## config.mk

```make
export PLATFORM = sky130hd
export DESIGN_NAME = hcrl_merge_flat
export DESIGN_NICKNAME = d
export VERILOG_FILES = /design/src/hw/rtl/hcrl_pkg.sv /design/src/hw/rtl/hcrl_if.sv /design/src/hw/rtl/hcrl_merge.sv /design/src/flat_wrapper.sv
export SDC_FILE = /design/constraint.sdc
export NUM_CORES = 1
export LEC_CHECK = 0
export BUFFER_PORTS_ARGS = -buffer_cell sky130_fd_sc_hd__buf_4
export CAP_MARGIN = 15
export CORE_UTILIZATION = 36
export CTS_CLUSTER_DIAMETER = 60
export CTS_CLUSTER_SIZE = 8
export DETAILED_ROUTE_END_ITERATION = 6
export GPL_ROUTABILITY_DRIVEN = 0
export HOLD_SLACK_MARGIN = 0.06
export PLACE_DENSITY = 0.78
export SETUP_SLACK_MARGIN = 0.5
export SLEW_MARGIN = 20
export SYNTH_ARGS = -nofsm -noshare
export SYNTH_HDL_FRONTEND = slang
export SYNTH_SLANG_ARGS = --single-unit
```

## constraint.sdc

```tcl
create_clock -name clk -period 0.8 [get_ports clk]
set_input_delay 0.04 -clock clk [delete_from_list [all_inputs] [get_ports clk]]
set_output_delay 0.04 -clock clk [all_outputs]
set_load 0.1 [all_outputs]
```

## src/hw/rtl/hcrl_pkg.sv

```systemverilog
// ----------------------------------------------------------------------------
// hcrl_pkg
// types, codes and widths shared by the hair-cell rectify / lowpass block
// ----------------------------------------------------------------------------
package hcrl_pkg;

    localparam int CHANNEL_W = 5;
    localparam int SAMPLE_W  = 24;
    localparam int COEF_W    = 20;
    localparam int MODE_W    = 3;
    localparam int CFG_IDX_W = 3;
    localparam int CFG_W     = 20;
    localparam int STATE_W   = 40;
    localparam int STEP_W    = 3;

    // register indexes on the configuration port
    localparam logic [CFG_IDX_W-1:0] REG_MODE = 3'd0;
    localparam logic [CFG_IDX_W-1:0] REG_B0   = 3'd1;
    localparam logic [CFG_IDX_W-1:0] REG_B1   = 3'd2;
    localparam logic [CFG_IDX_W-1:0] REG_B2   = 3'd3;
    localparam logic [CFG_IDX_W-1:0] REG_A1   = 3'd4;
    localparam logic [CFG_IDX_W-1:0] REG_A2   = 3'd5;

    // mode register codes
    localparam logic [MODE_W-1:0] MODE_NONE    = 3'd0;
    localparam logic [MODE_W-1:0] MODE_HALF    = 3'd1;
    localparam logic [MODE_W-1:0] MODE_FULL    = 3'd2;
    localparam logic [MODE_W-1:0] MODE_SQUARE  = 3'd3;
    localparam logic [MODE_W-1:0] MODE_LOWPASS = 3'd4;

    // multiplier schedule of one lane
    localparam logic [STEP_W-1:0] STEP_B0   = 3'd0;
    localparam logic [STEP_W-1:0] STEP_B1   = 3'd1;
    localparam logic [STEP_W-1:0] STEP_A1   = 3'd2;
    localparam logic [STEP_W-1:0] STEP_B2   = 3'd3;
    localparam logic [STEP_W-1:0] STEP_A2   = 3'd4;
    localparam logic [STEP_W-1:0] STEP_LAST = 3'd5;

    typedef enum logic [2:0] {
        OP_NONE,
        OP_HALF,
        OP_FULL,
        OP_SQUARE,
        OP_LOWPASS
    } op_t;

    typedef enum logic [1:0] {
        ST_IDLE,
        ST_RUN,
        ST_LOAD
    } state_t;

    typedef struct packed {
        logic signed [COEF_W-1:0] b0;
        logic signed [COEF_W-1:0] b1;
        logic signed [COEF_W-1:0] b2;
        logic signed [COEF_W-1:0] a1;
        logic signed [COEF_W-1:0] a2;
    } coef_t;

    typedef struct packed {
        logic              start;
        logic              run;
        op_t               op;
        logic [STEP_W-1:0] step;
        logic              hist_use;
        logic              hist_wr;
    } lane_ctl_t;

    function automatic op_t mode_to_op(input logic [MODE_W-1:0] mode);
        op_t op;
        unique case (mode)
            MODE_HALF:    op = OP_HALF;
            MODE_FULL:    op = OP_FULL;
            MODE_SQUARE:  op = OP_SQUARE;
            MODE_LOWPASS: op = OP_LOWPASS;
            default:      op = OP_NONE;
        endcase
        return op;
    endfunction

endpackage

```

## src/hw/rtl/hcrl_if.sv

```systemverilog


interface hcrl_out_if;
    import hcrl_pkg::*;

    logic                       valid;
    logic                       ready;
    logic [CHANNEL_W-1:0]       channel_out;
    logic signed [SAMPLE_W-1:0] left_out;
    logic signed [SAMPLE_W-1:0] right_out;

    modport source (output valid, output channel_out, output left_out,
                    output right_out, input ready);
    modport sink   (input valid, input channel_out, input left_out,
                    input right_out, output ready);
endinterface

```

## src/hw/rtl/hcrl_merge.sv

```systemverilog
// ----------------------------------------------------------------------------
// hcrl_merge
// output register joining both lanes' results with the channel index
// ----------------------------------------------------------------------------
module hcrl_merge (
    input  logic                                 clk,
    input  logic                                 rst_n,
    input  logic                                 load,
    input  logic [hcrl_pkg::CHANNEL_W-1:0]       channel,
    input  logic signed [hcrl_pkg::SAMPLE_W-1:0] left,
    input  logic signed [hcrl_pkg::SAMPLE_W-1:0] right,
    output logic                                 free,
    hcrl_out_if.source                           out_word
);
    import hcrl_pkg::*;

    logic                       valid_reg;
    logic                       valid_next;
    logic [CHANNEL_W-1:0]       chan_reg;
    logic signed [SAMPLE_W-1:0] left_reg;
    logic signed [SAMPLE_W-1:0] right_reg;

    // free when empty or being emptied this cycle
    assign free = !valid_reg || out_word.ready;

    always_comb
    begin
        valid_next = valid_reg;
        if (load)
            valid_next = 1'b1;
        else if (out_word.ready)
            valid_next = 1'b0;
    end

    always_ff @(posedge clk or negedge rst_n)
    begin
        if (!rst_n)
            valid_reg <= 1'b0;
        else
            valid_reg <= valid_next;
    end

    always_ff @(posedge clk)
    begin
        if (load)
        begin
            chan_reg  <= channel;
            left_reg  <= left;
            right_reg <= right;
        end
    end

    assign out_word.valid       = valid_reg;
    assign out_word.channel_out = chan_reg;
    assign out_word.left_out    = left_reg;
    assign out_word.right_out   = right_reg;

endmodule

```

## src/flat_wrapper.sv

```systemverilog
// flat-port wrapper written by rule: the top's interface ports become plain ports
module hcrl_merge_flat import hcrl_pkg::*;
  (clk, rst_n, load, channel, left, right, free, out_word_valid, out_word_channel_out, out_word_left_out, out_word_right_out, out_word_ready);
  hcrl_out_if out_word_i ();
  input  logic clk;
  input  logic rst_n;
  input  logic load;
  input  logic [hcrl_pkg::CHANNEL_W-1:0] channel;
  input  logic signed [hcrl_pkg::SAMPLE_W-1:0] left;
  input  logic signed [hcrl_pkg::SAMPLE_W-1:0] right;
  output logic free;
  output wire logic [$bits(out_word_i.valid)-1:0] out_word_valid;
  output wire logic [$bits(out_word_i.channel_out)-1:0] out_word_channel_out;
  output wire logic [$bits(out_word_i.left_out)-1:0] out_word_left_out;
  output wire logic [$bits(out_word_i.right_out)-1:0] out_word_right_out;
  input wire logic [$bits(out_word_i.ready)-1:0] out_word_ready;
  assign out_word_valid = out_word_i.valid;
  assign out_word_channel_out = out_word_i.channel_out;
  assign out_word_left_out = out_word_i.left_out;
  assign out_word_right_out = out_word_i.right_out;
  assign out_word_i.ready = out_word_ready;
  hcrl_merge u_core (.clk(clk), .rst_n(rst_n), .load(load), .channel(channel), .left(left), .right(right), .free(free), .out_word(out_word_i));
endmodule
```

==> results list <==
- Final Hold Slack: -0.09488 ns
- Wire length of the first global-routing pass: 5975 µm
- Maximum number of pins on one net before global-route repair: 18
- Timing analysis after detailed placement gives a worst setup slack of -0.06961 ns.
- Cts-stage hold buffer count: 1
- Across the run, the number of max-cap violations was 0.
- Path category of the worst min-delay check: input pin to flip-flop
* Number of antenna cells inserted: 0
- After clock tree synthesis, the clock-pin slew on the worst setup and hold paths is 0.10 ns.
- In this run the worst path has a maximum fanout of 2.
- Final setup violation count: 56
- Dividing the synthesized area by the synthesized cell count gives 29.27 µm².
- Measured along the y axis, the die boundary spans 69.48 µm.
* Row Count: 24
- The number of different library cells used by synthesis comes to 4.
- Across the routed clock network, the largest skew measured is 0 ns.
* Leakage power of the design: 1.270 nW
- Most frequent standard cell in the layout excluding fill and tap cells: sky130_fd_sc_hd__buf_4
- Setup repair after global routing missed its margin: yes
* Chip Width: 69.48 µm
* Relative slew slack: 0.8158
* Count of yosys warnings during synthesis: 0
- Setup slack, reg-to-reg: -0.24 ns
- Number of CTS-inserted buffers: 5
* Final critical-path required period: 1.111 ns
* GRT Residual Overflow: 0
- For this run, the register share of the synthesized area comes to 0.9863.
- Clock latency on the worst-skew pair, taken at its later pin, is 0.30 ns.
- Die area: 0.004827 mm²
- Endpoint type of the worst setup path: output port
- Clock tree synthesis found a total of 54 sinks.
- Counting flops and latches in the post-synthesis netlist gives 54.
- Power, Total: 0.007406 W
- I/O pin count: 112
- In the finished design, the share of the clock period the worst path needs comes to 1.388.
- Number of nets with antenna violations after routing: 0
- Of the cells placed in the final design, the portion with a size suffix greater than 1 is 0.7011.
- H-tree depth reported by CTS: 2
- After detailed routing, the average wire length per cell comes to 16.15 µm.
- Via count of the first global-routing pass: 1166
- The number of slew-limit violations in the final report is 0.
* Synthesized instance count: 56
- Worst IR drop on VDD: 1406 µV
* Antenna violations before repair: 0
- Endpoint arrival time on the critical path: 1.07 ns
- Layout overhead on the synthesized area: 84.28%
* Critical path class: flip-flop to output port
* Final setup margin: -0.3107 ns
* Final Core Density: 0.6937
- The detailed router finished its first iteration with 26 violations.
* Total Wirelength: 3811 µm
* Violated checks: hold timing, setup timing
- TritonCTS built the clock tree.
- Clock Path Buffers: 2
- Slew of the pin with the lowest slew margin: 0.2786 ns
- When the netlist entered floorplanning its net count stood at 113.
* Highest clock rate: 900.4 MHz
- Clock tree root driver cell: sky130_fd_sc_hd__clkbuf_8
- For this configuration, the core starts out at a cell density of 0.3764.
* Run status: finished, violations left
- Total power divided by cell area: 2452 mW/mm²
- All-layer global routing usage: 0.1720
- The total area inside the core boundary comes to 0.004354 mm².
- IO Port Bufs: 111
- The first detailed-routing pass took 3 iterations.
* Vias per Instance: 4.458
* Most frequent cells in the layout: sky130_fd_sc_hd__buf_4 (58), sky130_fd_sc_hd__buf_6 (53), sky130_fd_sc_hd__edfxtp_1 (53)
- DRC violation count after routing: 0
- The final layout contains 240 nets.
* Via count of the routed design: 1052
- The number of hold-slack violations in the final timing report is 53.
- Data on the critical path is required at its endpoint by 0.76 ns.
- In this run the cell area of the synthesized design comes to 0.001639 mm².
- Critical path launch point type: flip-flop
worst paths after layout:
path,start,endpoint,cells after the start
hold reg to reg,u_core.out_word.valid,u_core.out_word.valid,5
setup reg to reg,u_core.out_word.valid,u_core.out_word.valid,5
setup / recovery,u_core.out_word.valid,free,2
min in group asynchronous,rst_n,u_core.out_word.valid,2
hold / removal,right[20],u_core.out_word.right_out[20],1
max in group asynchronous,rst_n,u_core.out_word.valid,2
cells by family after synthesis:
kind of cell,after synthesis,synth area share
DFF,54,0.9863
and+or+nand+nor,2,0.01374
power by group:
part	internal (W)	total [W]	switching (W)	leakage [nW]
Clock	0.000618	0.00146	0.000838	0.0374
Combinational	0.000679	0.00249	0.00181	0.704
Sequential	0.00336	0.00346	0.000106	0.529
Total	0.00465	0.00741	0.00275	1.27
routing by layer:
layer  share of wire  wire, µm  track usage  vias to the layer above
met3           0.074       282      0.06250                        6
met2            0.59      2256       0.3172                       58
li1                -         -            -                      477
met4           0.020        78      0.08617                        0
met5               0         0            0                        -
met1            0.31      1194       0.1660                      511
through the flow:
step / TNS, ns / std cells / instance area, µm²
final: -7.866 / 236 / 3020
after global routing: -10.27 / 236 / 3020
after CTS: -8.672 / 235 / 3009
after detailed placement: -0.08662 / 222 / 2594
after global placement: -0.05461 / 222 / 2594
after floorplan: -8.128 / 56 / 1648
area by class of cell:
cell class | count | area [µm²]
Timing Repair Buffer | 120 | 1220
Tap cell | 52 | 65.06
Fill cell | 304 | 1334
Sequential cell | 54 | 1620
Multi-Input combinational cell | 2 | 27.53
Clock inverter | 2 | 15.01
Clock buffer | 6 | 72.57
timing repair:
item | 4_1_cts | 5_1_grt
gates resized for setup | 63 | 1
setup buffers | 1 | 1
endpoints found under the setup margin | 109 | 56
cloned | 3 | 0
endpoints found under the hold margin | 54 | 54
critical path: stages (launching register included):
cell                       delay, ns
sky130_fd_sc_hd__dfrtp_4        0.51
sky130_fd_sc_hd__nand2b_4       0.09
sky130_fd_sc_hd__buf_12         0.17
Yosys cell counts:
master                     number  area share
sky130_fd_sc_hd__edfxtp_1      53        0.97
sky130_fd_sc_hd__dfrtp_1        1       0.015
sky130_fd_sc_hd__nand2b_4       1      0.0084
sky130_fd_sc_hd__nand2b_2       1      0.0053
No activity file was read; power rests on OpenSTA's default activity.
