$ cat src/hw/rtl/hcrl_pkg.sv
// ----------------------------------------------------------------------------
// hcrl_pkg
// types, codes and widths shared by the hair-cell rectify / lowpass block
// ----------------------------------------------------------------------------
package hcrl_pkg;

    localparam int CHANNEL_W = 5;
    localparam int SAMPLE_W  = 24;
    localparam int COEF_W    = 20;
    localparam int MODE_W    = 3;
    localparam int CFG_IDX_W = 3;
    localparam int CFG_W     = 20;
    localparam int STATE_W   = 40;
    localparam int STEP_W    = 3;

    // register indexes on the configuration port
    localparam logic [CFG_IDX_W-1:0] REG_MODE = 3'd0;
    localparam logic [CFG_IDX_W-1:0] REG_B0   = 3'd1;
    localparam logic [CFG_IDX_W-1:0] REG_B1   = 3'd2;
    localparam logic [CFG_IDX_W-1:0] REG_B2   = 3'd3;
    localparam logic [CFG_IDX_W-1:0] REG_A1   = 3'd4;
    localparam logic [CFG_IDX_W-1:0] REG_A2   = 3'd5;

    // mode register codes
    localparam logic [MODE_W-1:0] MODE_NONE    = 3'd0;
    localparam logic [MODE_W-1:0] MODE_HALF    = 3'd1;
    localparam logic [MODE_W-1:0] MODE_FULL    = 3'd2;
    localparam logic [MODE_W-1:0] MODE_SQUARE  = 3'd3;
    localparam logic [MODE_W-1:0] MODE_LOWPASS = 3'd4;

    // multiplier schedule of one lane
    localparam logic [STEP_W-1:0] STEP_B0   = 3'd0;
    localparam logic [STEP_W-1:0] STEP_B1   = 3'd1;
    localparam logic [STEP_W-1:0] STEP_A1   = 3'd2;
    localparam logic [STEP_W-1:0] STEP_B2   = 3'd3;
    localparam logic [STEP_W-1:0] STEP_A2   = 3'd4;
    localparam logic [STEP_W-1:0] STEP_LAST = 3'd5;

    typedef enum logic [2:0] {
        OP_NONE,
        OP_HALF,
        OP_FULL,
        OP_SQUARE,
        OP_LOWPASS
    } op_t;

    typedef enum logic [1:0] {
        ST_IDLE,
        ST_RUN,
        ST_LOAD
    } state_t;

    typedef struct packed {
        logic signed [COEF_W-1:0] b0;
        logic signed [COEF_W-1:0] b1;
        logic signed [COEF_W-1:0] b2;
        logic signed [COEF_W-1:0] a1;
        logic signed [COEF_W-1:0] a2;
    } coef_t;

    typedef struct packed {
        logic              start;
        logic              run;
        op_t               op;
        logic [STEP_W-1:0] step;
        logic              hist_use;
        logic              hist_wr;
    } lane_ctl_t;

    function automatic op_t mode_to_op(input logic [MODE_W-1:0] mode);
        op_t op;
        unique case (mode)
            MODE_HALF:    op = OP_HALF;
            MODE_FULL:    op = OP_FULL;
            MODE_SQUARE:  op = OP_SQUARE;
            MODE_LOWPASS: op = OP_LOWPASS;
            default:      op = OP_NONE;
        endcase
        return op;
    endfunction

endpackage

$ cat src/hw/rtl/hcrl_lane.sv
// ----------------------------------------------------------------------------
// hcrl_lane
// one ear: rectifiers, squarer and biquad on a shared multiplier, own history
// ----------------------------------------------------------------------------
module hcrl_lane #(
    parameter  int CHANNELS = 32,
    localparam int ADDR_W   = (CHANNELS > 1) ? $clog2(CHANNELS) : 1
) (
    input  logic                                clk,
    input  hcrl_pkg::lane_ctl_t                 ctl,
    input  hcrl_pkg::coef_t                     coef,
    input  logic [ADDR_W-1:0]                   addr,
    input  logic signed [hcrl_pkg::SAMPLE_W-1:0] sample,
    output logic signed [hcrl_pkg::SAMPLE_W-1:0] result
);
    import hcrl_pkg::*;

    localparam int PROD_W = 2 * SAMPLE_W;
    localparam int ACC_W  = STATE_W + 2;

    localparam logic signed [SAMPLE_W-1:0] Q23_MAX = {1'b0, {(SAMPLE_W-1){1'b1}}};
    localparam logic signed [SAMPLE_W-1:0] Q23_MIN = {1'b1, {(SAMPLE_W-1){1'b0}}};
    localparam logic signed [STATE_W-1:0]  ST_MAX  = {1'b0, {(STATE_W-1){1'b1}}};
    localparam logic signed [STATE_W-1:0]  ST_MIN  = {1'b1, {(STATE_W-1){1'b0}}};

    // round to nearest, ties up, dropping 16 or 23 fraction bits
    function automatic logic signed [ACC_W-1:0] rnd16(input logic signed [PROD_W-1:0] p);
        logic signed [PROD_W-1:0] t;
        t = p + PROD_W'(32768);
        return ACC_W'(t >>> 16);
    endfunction

    function automatic logic signed [ACC_W-1:0] rnd23(input logic signed [PROD_W-1:0] p);
        logic signed [PROD_W-1:0] t;
        t = p + PROD_W'(4194304);
        return ACC_W'(t >>> 23);
    endfunction

    function automatic logic signed [SAMPLE_W-1:0] sat_q23(input logic signed [ACC_W-1:0] v);
        logic signed [SAMPLE_W-1:0] r;
        if (v > ACC_W'(Q23_MAX))
            r = Q23_MAX;
        else if (v < ACC_W'(Q23_MIN))
            r = Q23_MIN;
        else
            r = SAMPLE_W'(v);
        return r;
    endfunction

    function automatic logic signed [STATE_W-1:0] sat_st(input logic signed [ACC_W-1:0] v);
        logic signed [STATE_W-1:0] r;
        if (v > ACC_W'(ST_MAX))
            r = ST_MAX;
        else if (v < ACC_W'(ST_MIN))
            r = ST_MIN;
        else
            r = STATE_W'(v);
        return r;
    endfunction

    logic [2*STATE_W-1:0]        hist_mem [CHANNELS];
    logic [2*STATE_W-1:0]        mem_q_reg;
    logic signed [SAMPLE_W-1:0]  x_reg;
    logic signed [SAMPLE_W-1:0]  y_reg;
    logic signed [SAMPLE_W-1:0]  res_reg;
    logic signed [STATE_W-1:0]   s1_reg;
    logic signed [STATE_W-1:0]   s2_reg;
    logic signed [STATE_W-1:0]   n1_reg;
    logic signed [ACC_W-1:0]     acc_reg;
    logic signed [PROD_W-1:0]    prod_reg;
    logic signed [SAMPLE_W-1:0]  mul_a;
    logic signed [SAMPLE_W-1:0]  mul_b;
    logic signed [SAMPLE_W-1:0]  half_x;
    logic signed [SAMPLE_W-1:0]  full_x;
    logic signed [SAMPLE_W-1:0]  simple_res;

    // rectifiers on the incoming sample
    always_comb
    begin
        half_x = sample[SAMPLE_W-1] ? '0 : sample;
        if (sample == Q23_MIN)
            full_x = Q23_MAX;
        else if (sample[SAMPLE_W-1])
            full_x = -sample;
        else
            full_x = sample;
        case (ctl.op)
            OP_HALF: simple_res = half_x;
            OP_FULL: simple_res = full_x;
            default: simple_res = sample;
        endcase
    end

    // multiplier operands by schedule step
    always_comb
    begin
        mul_a = '0;
        mul_b = x_reg;
        case (ctl.step)
            STEP_B0: mul_a = (ctl.op == OP_SQUARE) ? x_reg : SAMPLE_W'($signed(coef.b0));
            STEP_B1: mul_a = SAMPLE_W'($signed(coef.b1));
            STEP_A1:
            begin
                mul_a = SAMPLE_W'($signed(coef.a1));
                mul_b = y_reg;
            end
            STEP_B2: mul_a = SAMPLE_W'($signed(coef.b2));
            STEP_A2:
            begin
                mul_a = SAMPLE_W'($signed(coef.a2));
                mul_b = y_reg;
            end
            default: mul_a = '0;
        endcase
    end

    always_ff @(posedge clk)
    begin
        if (ctl.start)
        begin
            mem_q_reg <= hist_mem[addr];
            x_reg     <= (ctl.op == OP_LOWPASS) ? half_x : sample;
            res_reg   <= simple_res;
        end
        if (ctl.run)
        begin
            prod_reg <= mul_a * mul_b;
            case (ctl.step)
                STEP_B0:
                begin
                    s1_reg <= ctl.hist_use ? $signed(mem_q_reg[STATE_W-1:0]) : '0;
                    s2_reg <= ctl.hist_use ? $signed(mem_q_reg[2*STATE_W-1:STATE_W]) : '0;
                end
                STEP_B1:
                begin
                    if (ctl.op == OP_SQUARE)
                        res_reg <= sat_q23(rnd23(prod_reg));
                    else
                        y_reg <= sat_q23(rnd16(prod_reg) + ACC_W'(s1_reg));
                end
                STEP_A1: acc_reg <= rnd16(prod_reg) + ACC_W'(s2_reg);
                STEP_B2: n1_reg  <= sat_st(acc_reg - rnd16(prod_reg));
                STEP_A2: acc_reg <= rnd16(prod_reg);
                STEP_LAST:
                begin
                    res_reg <= y_reg;
                    if (ctl.hist_wr)
                        hist_mem[addr] <= {sat_st(acc_reg - rnd16(prod_reg)), n1_reg};
                end
                default: ;
            endcase
        end
    end

    assign result = res_reg;

endmodule

$ cat config.mk
export PLATFORM = sky130hd
export DESIGN_NAME = hcrl_lane
export DESIGN_NICKNAME = d
export VERILOG_FILES = /design/src/hw/rtl/hcrl_pkg.sv /design/src/hw/rtl/hcrl_lane.sv
export SDC_FILE = /design/constraint.sdc
export NUM_CORES = 2
export LEC_CHECK = 0
export BUFFER_PORTS_ARGS = -buffer_cell sky130_fd_sc_hd__buf_2
export CORE_UTILIZATION = 68
export CTS_CLUSTER_SIZE = 40
export DETAILED_ROUTE_END_ITERATION = 8
export PLACE_DENSITY_LB_ADDON = 0.12
export SYNTH_ARGS = -nofsm -noshare
export SYNTH_HDL_FRONTEND = slang
export SYNTH_SLANG_ARGS = --single-unit
$ cat constraint.sdc
create_clock -name clk -period 32.1 [get_ports clk]
set_clock_uncertainty 0.1 [all_clocks]
set_input_delay 9.63 -clock clk [delete_from_list [all_inputs] [get_ports clk]]
set_output_delay 9.63 -clock clk [all_outputs]
set_load 0.005 [all_outputs]
==> run summary <==
Synth unique cells = 103
Clk Tree Root Cell = clkbuf_16
Synth-to-Final Area Change = 10.1%
Final setup viols = 0
Via count = 83300
Chip height = 452 µm
Most frequent CP cell = fa_1
P_sw = 7.33 mW
Initial DRT Pass Iterations = 6
Number of DRC markers in iteration 0 = 13100
WP data required = 32.66 ns
Final Max Tran Viols = 0
Skew-Pair Late Insertion Delay = 1.00 ns
Fmax achieved = 53.5 MHz
Internal cell power = 11.1 mW
Total CTS buffers = 300
Asr flop ratio synth = 0%
Routed wl met2 = 201000 µm
Clock power share = 18.8%
Mapped Nets = 9338
Fin nets = 9582
Gpl congestion = 0.978
Synth Flop Type = edfxtp_1
Top post-synthesis cells by count = edfxtp_1 (2882), inv_1 (724), mux4_2 (640)
Post-layout minimum cycle time = 18.68 ns
Largest family of logic cells by synthesized area = adder cells
Synth Area in Simple Gates = 4.81%
Port Buffer Count = 163
Cells after Synth = 8335
Sw Ratio = 39.7%
First-pass GRT wire length = 611000 µm
Die area = 205000 µm²
Cell Pwr Density = 122 nW/µm²
Post-synth EDFFs = 2882
Seq pwr share = 31.1%
Chip width = 452 µm
Final worst path period share = 58.2%
Pleak = 53.2 nW
Crit path kind = in2reg
Post-CTS Resized = 0
Slowest CP cell = fa_1
Place WS = 12.60 ns
CP startpoint kind = input port
WL per Instance = 37.5 µm
Worst Path Arrival = 19.25 ns
Vias per Instance = 7.26
Yosys warnings = 0
Crit-path max FO = 64
RSZ-0062 raised after global routing = false
Total power = 18.4 mW
Setup WS post-layout = 13.42 ns
Logic pwr share = 50.1%
Avg Inst Size Synth = 16.5 µm²
Post-synthesis mux area share = 11.0%
CTS clock-pin slew for the worst setup and hold paths = 0.07 ns
Maximum root-to-sink buffer count = 4
Rows = 164
Run status = completed
Synth area leaders = edfxtp_1 (63%), mux4_2 (10%), fa_1 (8.8%)
Post-route ant nets = 0
Synth Area in Compound Gates = 5.53%
DRT met1 WL = 140000 µm
Largest net degree at the start of global routing = 133
Initial antenna violation count = 26
Met3 WL = 59900 µm
CORE AREA = 201000 µm²
TritonCTS clock tree = done
Synth Area in XOR/XNOR = 1.26%
Slew @ Worst Pin = 1.39 ns
Hold_ws = 0.386 ns
Worst Setup End Kind = register
Max reg flops = 2560
Top delay family on crit path = adder cells
Count of hold-fix buffers inserted at cts = 0
Number of global-route vias before repair = 85000
Share of layout cells above drive strength 1 = 17.9%
CP Buf/Inv Count = 6
CTS sink cnt = 2906
Leading area contributor after synthesis = edfxtp_1
Tot GR Track Use = 42.8%
Leading cell type by number of instances after synthesis = edfxtp_1
Post-CTS setup buffer count = 0
Final WL = 430000 µm
Synth top area share = 62.8%
Seq/Total Area, Yosys = 63.1%
GR Overflow Total = 0
DP HPWL = 234000 µm
Endpoints failing hold = 0
Slowest Stage Delay on Critical Path = 0.74 ns
VDD IR-drop max = 0.000464 V
Min-Delay Path Class = reg2reg
Slew HR = 7.49%
Initial Utilization = 68.7%
Synth Area in Adders = 11.1%
Htree depth = 5
MaxCap Viol Count = 0
DR DRC count = 0
Top layer reached by signal wires = met5
IO Pins = 164
Post-Synthesis Cell Area = 138000 µm²
Seq cells post-synth = 2906
Post-route setup TNS = 0 ns
cell usage in the layout (no fill, tap or decap), types with 177 or more instances in the layout:
cell and count:
mux4_2 640, nor2_1 338, a21oi_1 177, clkbuf_16 304, ha_1 254, a22oi_1 365
nand2_1 539, inv_1 724, edfxtp_1 2882, fa_1 609
through the flow:
stage          instances  area [µm²]  utilization (%)
2_1_floorplan       8335      138000                -
3_3_place_gp       10900      142000             71.0
3_5_place_dp       10900      142000             71.0
4_1_cts            11500      152000             75.6
5_1_grt            11500      152000             75.6
6_report           11500      152000             75.6
cells by family (layout without fill, tap and decap cells):
kind of cell	count (synthesis)	count (layout)
AO/OA/AOI/OAI	1107	1107
flip-flops	2906	2906
XOR/XNOR	198	198
adder cells (fa/ha/maj)	863	863
multiplexers	710	710
other	0	12
buffers and inverters	1129	1588
AND/OR/NAND/NOR	1422	1422
worst paths after layout:
kind | from | slack, ns | to | cells after the start
worst max-delay path | ctl[4] | 13.42 | prod_reg[44] | 28
worst min-delay path | mem_q_reg[25] | 0.39 | s1_reg[25] | 1
worst max register to register | x_reg[23] | 23.10 | prod_reg[44] | 24
worst min register to register | mem_q_reg[25] | 0.39 | s1_reg[25] | 1
per-layer routing:
metal,GRT usage [%],vias up
li1,-,32100
met1,56.3,41900
met2,66.4,7538
met3,10.8,1681
met4,24.0,10
met5,0,-
power by group through the flow:
stage          Combinational [mW]  Clock, mW  Sequential, mW
2_1_floorplan                6.47          0            5.80
4_1_cts                      9.20       3.47            5.73
3_3_place_gp                 8.89          0            5.80
5_1_grt                      10.3       3.59            5.74
6_report                     9.24       3.47            5.74
3_5_place_dp                 9.01          0            5.81
layout make-up:
type	count	area [µm²]
fillers	11000	48900
clock buffers	352	7790
multi-input cells	4300	47000
clock inverters	165	1540
repair buffers	346	2330
well taps	2656	3320
diodes	12	30.0
inverters	725	2720
flip-flops and latches	2906	87000
Power figures use the tool's default switching activity.
